[src/rtl/fse_pkg.sv]
// Package for the fan sweep evaluator: field widths, register indexes,
// reset values, the arithmetic unit control struct and small helpers.
// No dependencies; imported by every module of the block.
package fse_pkg;

    // Field widths
    localparam int RPM_W  = 16;
    localparam int PCT_W  = 7;
    localparam int PPR_W  = 3;
    localparam int CIDX_W = 3;

    // Serial arithmetic: products and dividends fit in 23 bits, the span
    // quotient never exceeds 100 and so fits in 7 bits.
    localparam int ACC_W       = 23;
    localparam int STEPS       = 7;
    localparam int CNT_W       = 3;
    localparam int DIV_SHIFT   = STEPS - 1;

    // Configuration register indexes
    localparam logic [CIDX_W-1:0] CFG_ASSUMED_PPR   = 3'd0;
    localparam logic [CIDX_W-1:0] CFG_MONO_TOL      = 3'd1;
    localparam logic [CIDX_W-1:0] CFG_FLAT_MIN_SPAN = 3'd2;
    localparam logic [CIDX_W-1:0] CFG_PLAUS_MIN     = 3'd3;
    localparam logic [CIDX_W-1:0] CFG_PLAUS_MAX     = 3'd4;

    // Configuration reset values
    localparam logic [PPR_W-1:0] RST_ASSUMED_PPR   = 3'd2;
    localparam logic [PCT_W-1:0] RST_MONO_TOL      = 7'd3;
    localparam logic [PCT_W-1:0] RST_FLAT_MIN_SPAN = 7'd10;
    localparam logic [RPM_W-1:0] RST_PLAUS_MIN     = 16'd300;
    localparam logic [RPM_W-1:0] RST_PLAUS_MAX     = 16'd30000;

    // Run state reset value and limits
    localparam logic [RPM_W-1:0] RPM_MAX_VAL = 16'hFFFF;
    localparam logic [PCT_W-1:0] PCT_FULL    = 7'd100;
    localparam logic [PPR_W-1:0] PPR_LO      = 3'd1;
    localparam logic [PPR_W-1:0] PPR_HI      = 3'd4;

    // Control of the shared serial arithmetic unit
    typedef struct packed {
        logic load_mul;
        logic load_div;
        logic step;
    } fse_arith_ctrl_t;

    // Multiply by one hundred with shifts and adds: 64 + 32 + 4.
    function automatic logic [ACC_W:0] times_hundred(input logic [RPM_W:0] v);
        logic [ACC_W:0] w;
        begin
            w = {{(ACC_W-RPM_W){1'b0}}, v};
            return (w << 6) + (w << 5) + (w << 2);
        end
    endfunction

endpackage

[src/rtl/fse_arith.sv]
// Shared bit-serial arithmetic unit: shift-and-add multiply and
// restoring shift-and-subtract divide, one bit per clock.
// Depends on fse_pkg.
module fse_arith
    import fse_pkg::*;
(
    input  logic                 clk,
    input  fse_arith_ctrl_t      ctrl,
    input  logic [RPM_W-1:0]     mul_a,
    input  logic [PCT_W-1:0]     mul_b,
    input  logic [ACC_W-1:0]     div_num,
    input  logic [RPM_W-1:0]     div_den,
    output logic [ACC_W-1:0]     product,
    output logic [STEPS-1:0]     quotient
);

    logic [ACC_W-1:0] acc_reg,  acc_next;
    logic [ACC_W-1:0] opnd_reg, opnd_next;
    logic [STEPS-1:0] bits_reg, bits_next;
    logic             div_mode_reg, div_mode_next;
    logic             fits;

    // One iteration: multiply takes the multiplier MSB first, divide
    // produces one quotient bit against a right-shifting divisor.
    always_comb
    begin
        acc_next      = acc_reg;
        opnd_next     = opnd_reg;
        bits_next     = bits_reg;
        div_mode_next = div_mode_reg;
        fits          = (acc_reg >= opnd_reg);
        if (ctrl.load_mul)
        begin
            acc_next      = '0;
            opnd_next     = {{(ACC_W-RPM_W){1'b0}}, mul_a};
            bits_next     = mul_b;
            div_mode_next = 1'b0;
        end
        else if (ctrl.load_div)
        begin
            acc_next      = div_num;
            opnd_next     = {{(ACC_W-RPM_W){1'b0}}, div_den} << DIV_SHIFT;
            bits_next     = '0;
            div_mode_next = 1'b1;
        end
        else if (ctrl.step)
        begin
            if (div_mode_reg)
            begin
                if (fits)
                begin
                    acc_next = acc_reg - opnd_reg;
                end
                bits_next = {bits_reg[STEPS-2:0], fits};
                opnd_next = opnd_reg >> 1;
            end
            else
            begin
                acc_next  = (acc_reg << 1) + (bits_reg[STEPS-1] ? opnd_reg : '0);
                bits_next = bits_reg << 1;
            end
        end
    end

    // Datapath registers need no reset.
    always_ff @(posedge clk)
    begin
        acc_reg      <= acc_next;
        opnd_reg     <= opnd_next;
        bits_reg     <= bits_next;
        div_mode_reg <= div_mode_next;
    end

    assign product  = acc_reg;
    assign quotient = bits_reg;

endmodule

[src/rtl/fan_sweep_evaluator.sv]
// Fan sweep evaluator: judges one duty sweep of a fan from a run of speed
// readings and reports monotonicity, span, score and a ppr suggestion.
// Depends on fse_pkg and fse_arith.
//
// The input channel (in_valid/in_ready) carries one speed reading per
// transaction with its valid flag and a last-of-run mark; a reading with
// reading_valid low counts as zero speed. Only the reading marked last
// produces a result transaction on the output channel (out_valid/out_ready).
// The configuration channel (cfg_valid/cfg_ready) is always ready and writes
// the register at cfg_index with cfg_data; unused indexes are ignored.
// An ordinary reading occupies the block through its acceptance, a serial
// multiply for the monotonic floor in ST_MUL and the update in ST_TEST.
// A last reading adds a serial division of the span by the highest speed
// in ST_DIV and the loading of the result in ST_FIN. Both the multiply and
// the division run in the shared arithmetic unit.
// The result sits in an output register, so the next run can start while it
// waits. If the receiver stalls and the register is still full when the next
// result is ready, the block holds that result and takes no new reading until
// the register frees. Reset clears the run state and loads the default setup.
module fan_sweep_evaluator
    import fse_pkg::*;
(
    input  logic               clk,
    input  logic               rst_n,
    input  logic               in_valid,
    output logic               in_ready,
    input  logic [RPM_W-1:0]   sample_rpm,
    input  logic               reading_valid,
    input  logic               last_sample,
    output logic               out_valid,
    input  logic               out_ready,
    output logic               is_monotonic,
    output logic [PCT_W-1:0]   span_percent,
    output logic [PCT_W-1:0]   run_score,
    output logic               degenerate,
    output logic [RPM_W-1:0]   lowest_running_rpm,
    output logic [RPM_W-1:0]   final_rpm,
    output logic [PPR_W-1:0]   ppr_advice,
    input  logic               cfg_valid,
    output logic               cfg_ready,
    input  logic [CIDX_W-1:0]  cfg_index,
    input  logic [RPM_W-1:0]   cfg_data
);

    typedef enum logic [4:0] {
        ST_IDLE = 5'b00001,
        ST_MUL  = 5'b00010,
        ST_TEST = 5'b00100,
        ST_DIV  = 5'b01000,
        ST_FIN  = 5'b10000
    } fse_state_t;

    fse_state_t state_reg, state_next;
    logic [CNT_W-1:0] cnt_reg, cnt_next;

    // Configuration registers
    logic [PPR_W-1:0] ppr_cfg_reg;
    logic [PCT_W-1:0] tol_cfg_reg;
    logic [PCT_W-1:0] flat_cfg_reg;
    logic [RPM_W-1:0] pmin_cfg_reg;
    logic [RPM_W-1:0] pmax_cfg_reg;

    // Run state
    logic [RPM_W-1:0] prev_reg, prev_next;
    logic [RPM_W-1:0] lo_reg, lo_next;
    logic [RPM_W-1:0] hi_reg, hi_next;
    logic [RPM_W-1:0] lnz_reg, lnz_next;
    logic             seen_reg, seen_next;
    logic             mono_reg, mono_next;
    logic             first_reg, first_next;

    // Current reading
    logic [RPM_W-1:0] rpm_reg, rpm_next;
    logic             last_reg, last_next;

    // Output register
    logic             ovld_reg, ovld_next;
    logic             omono_reg, omono_next;
    logic [PCT_W-1:0] ospan_reg, ospan_next;
    logic [PCT_W-1:0] oscore_reg, oscore_next;
    logic             odegen_reg, odegen_next;
    logic [RPM_W-1:0] olnz_reg, olnz_next;
    logic [RPM_W-1:0] ofinal_reg, ofinal_next;
    logic [PPR_W-1:0] oppr_reg, oppr_next;

    // Arithmetic unit connections
    fse_arith_ctrl_t  actrl;
    logic [PCT_W-1:0] tol_clamped;
    logic [PCT_W-1:0] mul_b;
    logic [ACC_W:0]   span_scaled;
    logic [ACC_W-1:0] div_num;
    logic [ACC_W-1:0] product;
    logic [STEPS-1:0] quotient;

    // Helpers
    logic             in_acc;
    logic             out_free;
    logic             drop_fail;
    logic [ACC_W:0]   rpm_scaled;
    logic [RPM_W-1:0] hi_new, lo_new;
    logic [PCT_W-1:0] span_val;
    logic [PPR_W-1:0] ppr_clamped;
    logic [PPR_W:0]   ppr_double;
    logic [PPR_W-1:0] ppr_half;
    logic [PPR_W-1:0] ppr_sugg;

    assign in_ready  = (state_reg == ST_IDLE);
    assign in_acc    = in_valid && in_ready;
    assign cfg_ready = 1'b1;
    assign out_free  = !ovld_reg || out_ready;

    // Multiplier for the monotonic floor: 100 minus the clamped tolerance.
    assign tol_clamped = (tol_cfg_reg > PCT_FULL) ? PCT_FULL : tol_cfg_reg;
    assign mul_b       = PCT_FULL - tol_clamped;

    // rpm < floor(prev*m/100) holds exactly when (rpm+1)*100 <= prev*m.
    assign rpm_scaled = times_hundred({1'b0, rpm_reg} + 17'd1);
    assign drop_fail  = !first_reg && (rpm_scaled <= {1'b0, product});

    // Extremes including the current reading, and the span dividend.
    assign hi_new      = (rpm_reg > hi_reg) ? rpm_reg : hi_reg;
    assign lo_new      = (rpm_reg < lo_reg) ? rpm_reg : lo_reg;
    assign span_scaled = times_hundred({1'b0, hi_new - lo_new});
    assign div_num     = span_scaled[ACC_W-1:0];

    // Span percent from the finished division, zero when nothing turned.
    assign span_val = (hi_reg == '0) ? '0 : quotient;

    // Pulses-per-revolution suggestion from the final speed.
    always_comb
    begin
        if (ppr_cfg_reg < PPR_LO)
        begin
            ppr_clamped = PPR_LO;
        end
        else if (ppr_cfg_reg > PPR_HI)
        begin
            ppr_clamped = PPR_HI;
        end
        else
        begin
            ppr_clamped = ppr_cfg_reg;
        end
        ppr_double = {ppr_clamped, 1'b0};
        ppr_half   = ppr_clamped >> 1;
        if (rpm_reg > pmax_cfg_reg)
        begin
            ppr_sugg = (ppr_double > {1'b0, PPR_HI}) ? PPR_HI : ppr_double[PPR_W-1:0];
        end
        else if (rpm_reg != '0 && rpm_reg < pmin_cfg_reg)
        begin
            ppr_sugg = (ppr_half < PPR_LO) ? PPR_LO : ppr_half;
        end
        else
        begin
            ppr_sugg = ppr_clamped;
        end
    end

    // Sequencer and run state update
    always_comb
    begin
        state_next  = state_reg;
        cnt_next    = cnt_reg;
        prev_next   = prev_reg;
        lo_next     = lo_reg;
        hi_next     = hi_reg;
        lnz_next    = lnz_reg;
        seen_next   = seen_reg;
        mono_next   = mono_reg;
        first_next  = first_reg;
        rpm_next    = rpm_reg;
        last_next   = last_reg;
        ovld_next   = ovld_reg && !out_ready;
        omono_next  = omono_reg;
        ospan_next  = ospan_reg;
        oscore_next = oscore_reg;
        odegen_next = odegen_reg;
        olnz_next   = olnz_reg;
        ofinal_next = ofinal_reg;
        oppr_next   = oppr_reg;
        actrl       = '0;

        case (state_reg)
            ST_IDLE:
            begin
                if (in_acc)
                begin
                    rpm_next       = reading_valid ? sample_rpm : '0;
                    last_next      = last_sample;
                    actrl.load_mul = 1'b1;
                    cnt_next       = '0;
                    state_next     = ST_MUL;
                end
            end
            ST_MUL:
            begin
                actrl.step = 1'b1;
                cnt_next   = cnt_reg + 1'b1;
                if (cnt_reg == CNT_W'(STEPS - 1))
                begin
                    state_next = ST_TEST;
                end
            end
            ST_TEST:
            begin
                if (drop_fail)
                begin
                    mono_next = 1'b0;
                end
                lo_next    = lo_new;
                hi_next    = hi_new;
                if (rpm_reg != '0 && (!seen_reg || rpm_reg < lnz_reg))
                begin
                    lnz_next  = rpm_reg;
                    seen_next = 1'b1;
                end
                prev_next  = rpm_reg;
                first_next = 1'b0;
                if (last_reg)
                begin
                    actrl.load_div = 1'b1;
                    cnt_next       = '0;
                    state_next     = ST_DIV;
                end
                else
                begin
                    state_next = ST_IDLE;
                end
            end
            ST_DIV:
            begin
                actrl.step = 1'b1;
                cnt_next   = cnt_reg + 1'b1;
                if (cnt_reg == CNT_W'(STEPS - 1))
                begin
                    state_next = ST_FIN;
                end
            end
            ST_FIN:
            begin
                // Load the result once the output register is free, then
                // rearm for a new run.
                if (out_free)
                begin
                    ovld_next   = 1'b1;
                    omono_next  = mono_reg;
                    ospan_next  = span_val;
                    oscore_next = mono_reg ? span_val : '0;
                    odegen_next = !mono_reg || (span_val < flat_cfg_reg);
                    olnz_next   = seen_reg ? lnz_reg : '0;
                    ofinal_next = rpm_reg;
                    oppr_next   = ppr_sugg;
                    prev_next   = '0;
                    lo_next     = RPM_MAX_VAL;
                    hi_next     = '0;
                    lnz_next    = RPM_MAX_VAL;
                    seen_next   = 1'b0;
                    mono_next   = 1'b1;
                    first_next  = 1'b1;
                    state_next  = ST_IDLE;
                end
            end
            default:
            begin
                state_next = ST_IDLE;
            end
        endcase
    end

    // Control and run state registers
    always_ff @(posedge clk or negedge rst_n)
    begin
        if (!rst_n)
        begin
            state_reg <= ST_IDLE;
            cnt_reg   <= '0;
            prev_reg  <= '0;
            lo_reg    <= RPM_MAX_VAL;
            hi_reg    <= '0;
            lnz_reg   <= RPM_MAX_VAL;
            seen_reg  <= 1'b0;
            mono_reg  <= 1'b1;
            first_reg <= 1'b1;
            ovld_reg  <= 1'b0;
        end
        else
        begin
            state_reg <= state_next;
            cnt_reg   <= cnt_next;
            prev_reg  <= prev_next;
            lo_reg    <= lo_next;
            hi_reg    <= hi_next;
            lnz_reg   <= lnz_next;
            seen_reg  <= seen_next;
            mono_reg  <= mono_next;
            first_reg <= first_next;
            ovld_reg  <= ovld_next;
        end
    end

    // Configuration registers
    always_ff @(posedge clk or negedge rst_n)
    begin
        if (!rst_n)
        begin
            ppr_cfg_reg  <= RST_ASSUMED_PPR;
            tol_cfg_reg  <= RST_MONO_TOL;
            flat_cfg_reg <= RST_FLAT_MIN_SPAN;
            pmin_cfg_reg <= RST_PLAUS_MIN;
            pmax_cfg_reg <= RST_PLAUS_MAX;
        end
        else if (cfg_valid && cfg_ready)
        begin
            case (cfg_index)
                CFG_ASSUMED_PPR:   ppr_cfg_reg  <= cfg_data[PPR_W-1:0];
                CFG_MONO_TOL:      tol_cfg_reg  <= cfg_data[PCT_W-1:0];
                CFG_FLAT_MIN_SPAN: flat_cfg_reg <= cfg_data[PCT_W-1:0];
                CFG_PLAUS_MIN:     pmin_cfg_reg <= cfg_data;
                CFG_PLAUS_MAX:     pmax_cfg_reg <= cfg_data;
                default:           ;
            endcase
        end
    end

    // Payload registers
    always_ff @(posedge clk)
    begin
        rpm_reg    <= rpm_next;
        last_reg   <= last_next;
        omono_reg  <= omono_next;
        ospan_reg  <= ospan_next;
        oscore_reg <= oscore_next;
        odegen_reg <= odegen_next;
        olnz_reg   <= olnz_next;
        ofinal_reg <= ofinal_next;
        oppr_reg   <= oppr_next;
    end

    // Shared serial multiply and divide
    fse_arith u_arith (
        .clk      (clk),
        .ctrl     (actrl),
        .mul_a    (prev_reg),
        .mul_b    (mul_b),
        .div_num  (div_num),
        .div_den  (hi_new),
        .product  (product),
        .quotient (quotient)
    );

    assign out_valid          = ovld_reg;
    assign is_monotonic       = omono_reg;
    assign span_percent       = ospan_reg;
    assign run_score          = oscore_reg;
    assign degenerate         = odegen_reg;
    assign lowest_running_rpm = olnz_reg;
    assign final_rpm          = ofinal_reg;
    assign ppr_advice         = oppr_reg;

`ifndef SYNTH
    // The span of a finished sweep never exceeds one hundred percent.
    a_span_range: assert property (@(posedge clk) disable iff (!rst_n)
        out_valid |-> (span_percent <= PCT_FULL))
        else $error("span percent above 100");

    // The score follows the span exactly when monotonic and is zero otherwise.
    a_score_rule: assert property (@(posedge clk) disable iff (!rst_n)
        out_valid |-> (run_score == (is_monotonic ? span_percent : '0)))
        else $error("score inconsistent with span and monotonic flag");

    // A non-monotonic sweep is always degenerate.
    a_degen_rule: assert property (@(posedge clk) disable iff (!rst_n)
        (out_valid && !is_monotonic) |-> degenerate)
        else $error("non-monotonic sweep not marked degenerate");

    // The suggested ppr stays within one to four.
    a_ppr_range: assert property (@(posedge clk) disable iff (!rst_n)
        out_valid |-> (ppr_advice >= PPR_LO && ppr_advice <= PPR_HI))
        else $error("suggested ppr out of range");
`endif

endmodule

[config.mk]
export PLATFORM = sky130hd
export DESIGN_NAME = fan_sweep_evaluator
export DESIGN_NICKNAME = d
export VERILOG_FILES = /design/src/rtl/fse_pkg.sv /design/src/rtl/fse_arith.sv /design/src/rtl/fan_sweep_evaluator.sv
export SDC_FILE = /design/constraint.sdc
export NUM_CORES = 1
export LEC_CHECK = 0
export ABC_CLOCK_PERIOD_IN_PS = 18200
export BUFFER_PORTS_ARGS = -buffer_cell sky130_fd_sc_hd__buf_4
export CAP_MARGIN = 10
export CORE_UTILIZATION = 65
export CTS_BUF_LIST = sky130_fd_sc_hd__clkbuf_16
export DETAILED_ROUTE_END_ITERATION = 8
export PLACE_DENSITY = 0.83
export SYNTH_ARGS = -nofsm -noshare
export SYNTH_HDL_FRONTEND = slang
export SYNTH_SLANG_ARGS = --single-unit
[constraint.sdc]
create_clock -name clk -period 18.2 [get_ports clk]
set_clock_uncertainty 0.1 [all_clocks]
set_input_delay 1.82 -clock clk [delete_from_list [all_inputs] [get_ports clk]]
set_output_delay 1.82 -clock clk [all_outputs]
set_load 0.02 [all_outputs]
==> impl_summary.log, run 1 <==
[metrics] Fin Setup TNS: 0 ns
[metrics] max-slew headroom at the worst pin: a little under a quarter
[metrics] slew at the pin closest to its max-slew limit: roughly 1.1 ns
[metrics] cell area after synthesis: approximately 18,000 um^2
[metrics] drt wl/cell: roughly 21 um
[metrics] fraction of layout cells with a size suffix above 1: a little under an eighth
[metrics] Setup Buffers After CTS: 0
[metrics] Resize count post-CTS: 0
[metrics] iteration count of the initial detailed-routing pass: 7
[metrics] largest fanout on the critical path: 30
[metrics] f_max: between 100 and 150 MHz
[metrics] kind of critical path: reg -> reg
[metrics] Final nets: around 2,300
[metrics] Boundary Pins: 96
[metrics] Crit. End Element: flop
[metrics] Remaining DRCs: 0
[metrics] master cell of the clock root buffer: clkbuf_16
[metrics] CTS Hold Bufs: 0
[metrics] weighted congestion at the end of routability-driven global placement: 0.9500
[metrics] number of warnings reported in the yosys synthesis log: 0
[metrics] CP max stage cell: nand2_1
[metrics] number of flip-flops and latches in the synthesized netlist: ~250
[metrics] Final Hold Vio Count: 0
[metrics] storage element area: between 6000 and 7000 um^2
[metrics] critical path launch point type: flop
[metrics] number of antenna violations at the first check in global routing: 0
[metrics] clock-pin slew reported for the worst setup and hold paths after clock tree synthesis: approximately 0.060 ns
[metrics] detailed placement HPWL: around 38,000 um
[metrics] Largest register FFs: 23
[metrics] post-detailed-route count of antenna-violating nets: 0
[metrics] routed via count divided by cell count: around 6.4
[metrics] global-route wire length before repair: around 81,000 um
[metrics] Die H: 169.5 um
[metrics] Crit path top cell by count: a21oi_1
[metrics] number of enable flip-flop cells after synthesis: 91
[metrics] post-synthesis instance total: roughly 2,000
[metrics] global route total overflow: 0
[metrics] Avg Cell Area, Syn: approximately 9.1 um^2
[metrics] Longest Clk Path Bufs: 3
[metrics] Period minus WS final: 9.447 ns
[metrics] number of distinct standard cells referenced by the synthesized netlist: 84
[metrics] area occupied by multi-input gates: 10,600 um^2
[metrics] initial core utilization: 66.88%
[metrics] core region area: 27,250 um^2
[metrics] critical path's largest stage delay: between 0.6 and 0.7 ns
[metrics] clock tree from TritonCTS: yes
[metrics] number of filler cells placed in the layout: 1,923
[metrics] number of DRC markers after the initial detailed-route iteration: between 1,500 and 2,000
[metrics] placed standard-cell area: approximately 19,000 um^2
[metrics] Hold/Removal Path Class: reg -> reg
[metrics] standard-cell row count: 60
[metrics] unrepaired setup endpoints after global routing: false
[metrics] TritonCTS Buffers: 27
[metrics] synthesized netlist net count: between 2,000 and 2,500
[metrics] ratio of final minimum period to clock period: 51.91%
[metrics] width of the die: approximately 170 um
[metrics] max-cap violations: 0
[metrics] Final Cell Area: between 20,000 and 25,000 um^2
[metrics] maximum number of pins on one net before global-route repair: 87
[metrics] Final Setup Violations: 0
[metrics] share of flip-flops with an asynchronous set or reset: between 50% and 60%
[metrics] signed area change from the synthesized netlist to the final layout: 10.49%
[metrics] GR Util All Layers: 36.11%
[metrics] via count of the first global-routing pass: approximately 15,000
[metrics] total number of clock tree sinks: 246
[metrics] number of levels in the clock H-tree: 1
[metrics] clock latency at the later pin of the worst-skew pair: around 0.56 ns
[metrics] Inserted Diodes: 0
[metrics] required time of the critical path: around 19 ns
[metrics] critical path data arrival time: ~9.8 ns
[metrics] vias after detailed routing: roughly 16,000
[metrics] Total Die Area: 28,710 um^2
[metrics] sequential fraction of the synthesis area: a little over a third
[metrics] run status: finished, final reports clean
[metrics] prevailing post-synth register cell: edfxtp_1
[metrics] max-slew violation count: 0
[metrics] final WL: ~51,000 um
[metrics] number of I/O port buffers: 94
==> final timing paths <==
kind / start / endpoint / slack [ns] / cells after the start
max: rpm_reg[15] / u_arith.product[22] / 8.75 / 31
min: pmin_cfg_reg[0] / pmin_cfg_reg[0] / 0.42 / 1
max reg2reg: rpm_reg[15] / u_arith.product[22] / 8.75 / 31
min reg2reg: pmin_cfg_reg[0] / pmin_cfg_reg[0] / 0.42 / 1
max in group asynchronous: rst_n / prev_reg[12] / 15.38 / 2
min in group asynchronous: rst_n / pmin_cfg_reg[12] / 1.20 / 1
==> routing by layer <==
layer | up-vias | track usage (%) | wire length (um)
li1 | 7239 | - | -
met5 | - | 0 | 0
met3 | 123 | 5.224 | 4377
met2 | 719 | 58.49 | 23460
met4 | 0 | 12.03 | 1628
met1 | 7587 | 49.84 | 21710
==> placed cells by master, fill, tap and decap left out, types with 30 or more instances in the layout <==
cell type,n
nand2_1,151
inv_1,230
xor2_1,34
a21oi_1,152
ha_1,213
dfxtp_1,30
o21ai_0,129
and2_1,52
dfstp_2,51
nor2_1,146
nand3_1,31
a21o_1,60
edfxtp_1,91
o22ai_1,32
dfrtp_1,74
xnor2_1,69
buf_4,109
clkbuf_16,30
==> cells in the mapped netlist, drive strengths merged, types with 8 or more instances <==
cell type	count	area, um^2
inv	225	844.6
o21ai	130	661.9
xor2	34	297.8
o211ai	9	67.56
dfstp	51	1340
fa	21	420.4
o21bai	17	131.4
nand2b	18	112.6
dfxtp	30	600.6
nor4	15	108.9
o22ai	33	206.5
a21oi	152	760.7
nor3	25	125.1
nor2b	22	137.6
a22o	12	105.1
edfxtp	91	2733
dfrtp	74	1852
xnor2	69	604.3
a211oi	24	180.2
and2	52	325.3
o31ai	8	65.06
mux2	26	292.8
nor2	147	554.3
nand2	151	566.8
a22oi	13	97.59
mux2i	24	240.2
and3	17	106.4
o21a	12	90.09
a31oi	14	87.58
ha	213	2665
nand4	22	137.6
clkbuf	64	240.2
a21o	60	450.4
nand3	31	155.2
or3	8	50.05
==> cell families (layout without fill, tap and decap cells) <==
kind of cell | after synthesis | in the layout | synth area share (%)
other | 1 | 1 | 0.02057
and+or+nand+nor | 530 | 530 | 14.02
DFF | 246 | 246 | 35.80
buffers and inverters | 296 | 384 | 6.137
AOI/OAI and AO/OA | 546 | 546 | 19.22
muxes | 50 | 50 | 2.924
adders and majority gates | 234 | 234 | 16.93
xor gates and xnor gates | 103 | 103 | 4.950
==> cell type report <==
| cell class | instances | share of cell area [%] |
|---|---|---|
| Sequential cell | 246 | 32.40 |
| Clock buffer | 30 | 3.728 |
| Tap cell | 372 | 2.311 |
| Timing Repair Buffer | 109 | 4.063 |
| Clock inverter | 20 | 0.6586 |
| Multi-Input combinational cell | 1464 | 52.64 |
| Inverter | 225 | 4.194 |
==> critical path, delay by kind of cell (launching register included) <==
kind	cells	cell delay, ns
AOI/OAI and AO/OA	17	4.21
adders and majority gates	5	1.85
and+or+nand+nor	7	2.17
buffers and inverters	1	0.07
xor gates and xnor gates	1	0.33
DFF	1	0.59
==> per-stage QoR <==
step / hold slack [ns] / util [%] / setup slack, ns / cells
after floorplan: 0.3721 / - / 10.32 / 2006
after global placement: 0.3908 / 70.66 / 9.392 / 2416
after detailed placement: 0.3986 / 70.66 / 8.937 / 2416
after CTS: 0.4121 / 73.90 / 8.857 / 2466
after global routing: 0.4407 / 73.90 / 8.104 / 2466
final: 0.4192 / 73.90 / 8.753 / 2466
Power of run 1 is left out: the tool's default activity adds up to more than one toggle a clock period on the data nets, which glitch-free logic cannot reach.
==> run 2: changes to the inputs <==
- ABC_CLOCK_PERIOD_IN_PS: 18200 -> 9900
- CORE_UTILIZATION: 65 -> 63
- PLACE_DENSITY: 0.83 -> 0.81
- clock period: 18.2 -> 9.9 ns (I/O delays scaled with it)
==> impl_summary.log, run 2 (synthesized netlist as in run 1, its figures left out) <==
[metrics] run status: finished, final reports clean
[metrics] Remaining DRCs: 0
[metrics] max-slew headroom at the worst pin: 20.24%
[metrics] post-detailed-route count of antenna-violating nets: 0
[metrics] global-route wire length before repair: around 79,000 um
[metrics] Final Hold Vio Count: 0
[metrics] max-slew violation count: 0
[metrics] via count of the first global-routing pass: 14,640
[metrics] area occupied by multi-input gates: 10,600 um^2
[metrics] most common cell after layout, fill and taps aside: inv_1
[metrics] detailed placement HPWL: between 30,000 and 40,000 um
[metrics] initial core utilization: between 60 and 70%
[metrics] number of levels in the clock H-tree: 1
[metrics] maximum number of pins on one net before global-route repair: between 80 and 90
[metrics] f_max: 114.2 MHz
[metrics] standard-cell row count: 61
[metrics] iteration count of the initial detailed-routing pass: 8
[metrics] Inserted Diodes: 0
[metrics] drt wl/cell: a little over 20 um
[metrics] number of filler cells placed in the layout: ~2,100
[metrics] critical path data arrival time: about 9 ns
[metrics] CP max stage cell: edfxtp_1
[metrics] Final nets: between 2,000 and 2,500
[metrics] flop-to-flop setup slack: around 1.1 ns
[metrics] Setup Buffers After CTS: 0
[metrics] fraction of layout cells with a size suffix above 1: 11.93%
[metrics] Total Die Area: just under 30,000 um^2
[metrics] Resize count post-CTS: 0
[metrics] Hold/Removal Path Class: in -> async
[metrics] slew at the pin closest to its max-slew limit: ~1.2 ns
[metrics] signed area change from the synthesized netlist to the final layout: 10.35%
[metrics] Period minus WS final: just under 9 ns
[metrics] storage element area: 6525 um^2
[metrics] Longest Clk Path Bufs: 3
[metrics] GR Util All Layers: 34.78%
[metrics] number of buffer and inverter instances along the worst setup path: 2
[metrics] Crit path top cell by count: a21oi_1
[metrics] CTS Hold Bufs: 0
[metrics] width of the die: between 150 and 200 um
[metrics] total number of clock tree sinks: between 200 and 250
[metrics] vias after detailed routing: 15,370
[metrics] master cell of the clock root buffer: clkbuf_16
[metrics] commonest cells after routing, fill and taps aside: 232 x inv_1, 213 x ha_1, 152 x a21oi_1
[metrics] largest fanout on the critical path: 30
[metrics] Largest register FFs: 23
[metrics] Final Setup Violations: 0
[metrics] TritonCTS Buffers: 27
[metrics] ratio of final minimum period to clock period: 88.42%
[metrics] max-cap violations: 0
[metrics] Die H: roughly 170 um
[metrics] kind of critical path: reg -> reg
[metrics] number of antenna violations at the first check in global routing: 1
[metrics] final WL: 50,710 um
[metrics] critical path launch point type: flop
[metrics] core region area: approximately 28,000 um^2
[metrics] required time of the critical path: 10.25 ns
[metrics] weighted congestion at the end of routability-driven global placement: a little under 1
[metrics] Worst path top cell family by delay: compound AO/OA/AOI/OAI gates
[metrics] clock latency at the later pin of the worst-skew pair: 0.57 ns
[metrics] Boundary Pins: between 90 and 100
[metrics] global route total overflow: 0
[metrics] clock-pin slew reported for the worst setup and hold paths after clock tree synthesis: 0.06 ns
[metrics] clock tree from TritonCTS: yes
[metrics] routed via count divided by cell count: ~6.2
[metrics] number of I/O port buffers: 94
[metrics] Crit. End Element: flop
[metrics] number of DRC markers after the initial detailed-route iteration: 1,459
[metrics] unrepaired setup endpoints after global routing: false
[metrics] Fin Setup TNS: 0 ns
[metrics] critical path's largest stage delay: about 0.62 ns
[run 2: through the flow]
step	utilization, %	area (um^2)	worst slack [ns]	std cells	hold slack, ns
finish	71.61	20110	1.146	2473	0.3432
global route	71.61	20110	0.6198	2473	0.3911
CTS	71.61	20110	1.247	2473	0.3608
detailed placement	68.61	19270	1.269	2423	0.3987
global placement	68.61	19270	1.546	2423	0.3897
floorplan	-	18230	2.024	2006	0.3721
[run 2: final timing paths]
kind,startpoint,cells past startpoint,endpoint
setup / recovery,rpm_reg[15],32,u_arith.product[22]
hold / removal,rst_n,1,pmin_cfg_reg[10]
setup reg to reg,rpm_reg[15],32,u_arith.product[22]
hold reg to reg,pmin_cfg_reg[1],1,pmin_cfg_reg[1]
max in group asynchronous,rst_n,2,flat_cfg_reg[2]
min in group clk,pmin_cfg_reg[1],1,pmin_cfg_reg[1]
[run 2: layout make-up]
type	count	area share, %
Clock buffer	29	3.608
Clock inverter	21	0.5724
Inverter	225	4.199
Multi-Input combinational cell	1464	52.72
Sequential cell	246	32.44
Tap cell	378	2.352
Timing Repair Buffer	110	4.106
[run 2: per-layer routing]
metal	part of all wire, %	up-vias	track usage [%]
li1	-	7237	-
met1	43	7363	48.02
met2	45	654	54.38
met3	8.3	112	6.134
met4	3.5	0	13.47
met5	0	-	0
Power of run 2 is left out for the same reason.
==> run 3: changes to the inputs <==
- ABC_CLOCK_PERIOD_IN_PS: 9900 -> 9800
- clock period: 9.9 -> 9.8 ns (I/O delays scaled with it)
==> impl_summary.log, run 3 (synthesized netlist as in run 1, its figures left out) <==
[metrics] run status: finished, final reports clean
[metrics] Boundary Pins: 96
[metrics] width of the die: between 150 and 200 um
[metrics] iteration count of the initial detailed-routing pass: 7
[metrics] Hold/Removal Path Class: in -> async
[metrics] weighted congestion at the end of routability-driven global placement: a little under 1
[metrics] Remaining DRCs: 0
[metrics] critical path launch point type: flop
[metrics] Fin Setup TNS: 0 ns
[metrics] number of I/O port buffers: between 90 and 100
[metrics] Worst path top cell family by delay: compound AO/OA/AOI/OAI gates
[metrics] most common cell after layout, fill and taps aside: inv_1
[metrics] vias after detailed routing: 15,520
[metrics] number of buffer and inverter instances along the worst setup path: 2
[metrics] endpoint of the most critical register-to-register path: u_arith.product[22]
[metrics] maximum number of pins on one net before global-route repair: 87
[metrics] critical path's largest stage delay: ~0.6 ns
[metrics] max-cap violations: 0
[metrics] routed via count divided by cell count: between 6 and 7
[metrics] GR Util All Layers: around a third
[metrics] clock tree from TritonCTS: yes
[metrics] global route total overflow: 0
[metrics] max-slew headroom at the worst pin: around a fifth
[metrics] ratio of final minimum period to clock period: around nine tenths
[metrics] Largest register FFs: 23
[metrics] detailed placement HPWL: about 38,000 um
[metrics] drt wl/cell: 20.56 um
[metrics] master cell of the clock root buffer: clkbuf_16
[metrics] Setup Buffers After CTS: 0
[metrics] Longest Clk Path Bufs: 3
[metrics] number of DRC markers after the initial detailed-route iteration: 1,593
[metrics] CTS Hold Bufs: 0
[metrics] unrepaired setup endpoints after global routing: false
[metrics] standard-cell row count: 61
[metrics] post-detailed-route count of antenna-violating nets: 0
[metrics] global-route wire length before repair: between 70,000 and 80,000 um
[metrics] Inserted Diodes: 0
[metrics] Final nets: approximately 2,400
[metrics] via count of the first global-routing pass: 14,940
[metrics] core region area: between 20,000 and 30,000 um^2
[metrics] worst r2r path cells: 32
[metrics] number of antenna violations at the first check in global routing: 0
[metrics] CP max stage cell: edfxtp_1
[metrics] Resize count post-CTS: 0
[metrics] commonest cells after routing, fill and taps aside: 231 x inv_1, 213 x ha_1, 152 x a21oi_1
[metrics] TritonCTS Buffers: 28
[metrics] signed area change from the synthesized netlist to the final layout: 10.89%
[metrics] Final Hold Vio Count: 0
[metrics] final WL: about 51,000 um
[metrics] max-slew violation count: 0
[metrics] total number of clock tree sinks: around 250
[metrics] Total Die Area: 29,620 um^2
[metrics] number of filler cells placed in the layout: ~2,100
[metrics] origin of the critical flop-to-flop path: rpm_reg[15]
[metrics] final standard cell utilization of the core: between 70% and 80%
[metrics] clock-pin slew reported for the worst setup and hold paths after clock tree synthesis: roughly 0.06 ns
[metrics] flop-to-flop setup slack: between 0.9 and 1 ns
[metrics] initial core utilization: 64.89%
[metrics] required time of the critical path: ~10 ns
[metrics] fraction of layout cells with a size suffix above 1: 12.01%
[metrics] number of levels in the clock H-tree: 1
[metrics] f_max: roughly 110 MHz
[metrics] Crit path top cell by count: a21oi_1
[metrics] Die H: ~170 um
[metrics] Crit. End Element: flop
[metrics] slew at the pin closest to its max-slew limit: 1.218 ns
[metrics] Period minus WS final: just under 9 ns
[metrics] critical path data arrival time: approximately 9.2 ns
[metrics] kind of critical path: reg -> reg
[metrics] Final Setup Violations: 0
[metrics] clock latency at the later pin of the worst-skew pair: just under 0.6 ns
[metrics] largest fanout on the critical path: 30
run 3: final cells by class:
class	count	area (um^2)	area share [%]
timing repair buffer	111	833.3	4.123
sequential	246	6525	32.28
inverter	225	844.6	4.179
clock buffer	29	725.7	3.590
multi-input combinational	1464	10600	52.46
tap	378	473.0	2.340
clock inverter	23	207.7	1.028
run 3: per-stage QoR:
step | hold WS [ns] | setup WS [ns] | area (um^2) | std cells
global route | 0.3466 | 0.3960 | 20210 | 2476
finish | 0.3074 | 0.9583 | 20210 | 2476
CTS | 0.3067 | 1.104 | 20210 | 2476
detailed placement | 0.3948 | 1.159 | 19280 | 2424
floorplan | 0.3721 | 1.924 | 18230 | 2006
global placement | 0.3893 | 1.447 | 19280 | 2424
run 3: worst max path at each step:
stage | startpoint | end | slack, ns | cells past startpoint
floorplan | rpm_reg[13] | u_arith.product[22] | 1.92 | 35
global placement | rpm_reg[15] | u_arith.product[22] | 1.45 | 32
detailed placement | rpm_reg[15] | u_arith.product[22] | 1.16 | 32
CTS | rpm_reg[15] | u_arith.product[22] | 1.10 | 32
global route | rpm_reg[15] | u_arith.product[22] | 0.40 | 30
finish | rpm_reg[15] | u_arith.product[22] | 0.96 | 32
run 3: worst register-to-register path: cells and delay by family, from the launching register on:
kind	cells	cell delay, ns
and+or+nand+nor	7	1.64
xor gates and xnor gates	1	0.26
buffers and inverters	2	0.31
DFF	1	0.61
AOI/OAI and AO/OA	17	3.98
adders and majority gates	5	1.84
run 3: per-layer routing:
layer | wire [um] | GRT usage, % | up-vias | part of all wire (%)
met3 | 4026 | 4.372 | 119 | 7.9
met2 | 22940 | 55.52 | 669 | 45
met4 | 1787 | 13.12 | 0 | 3.5
li1 | - | - | 7267 | -
met1 | 22160 | 49.20 | 7464 | 44
met5 | 0 | 0 | - | 0
Power of run 3 is left out for the same reason.
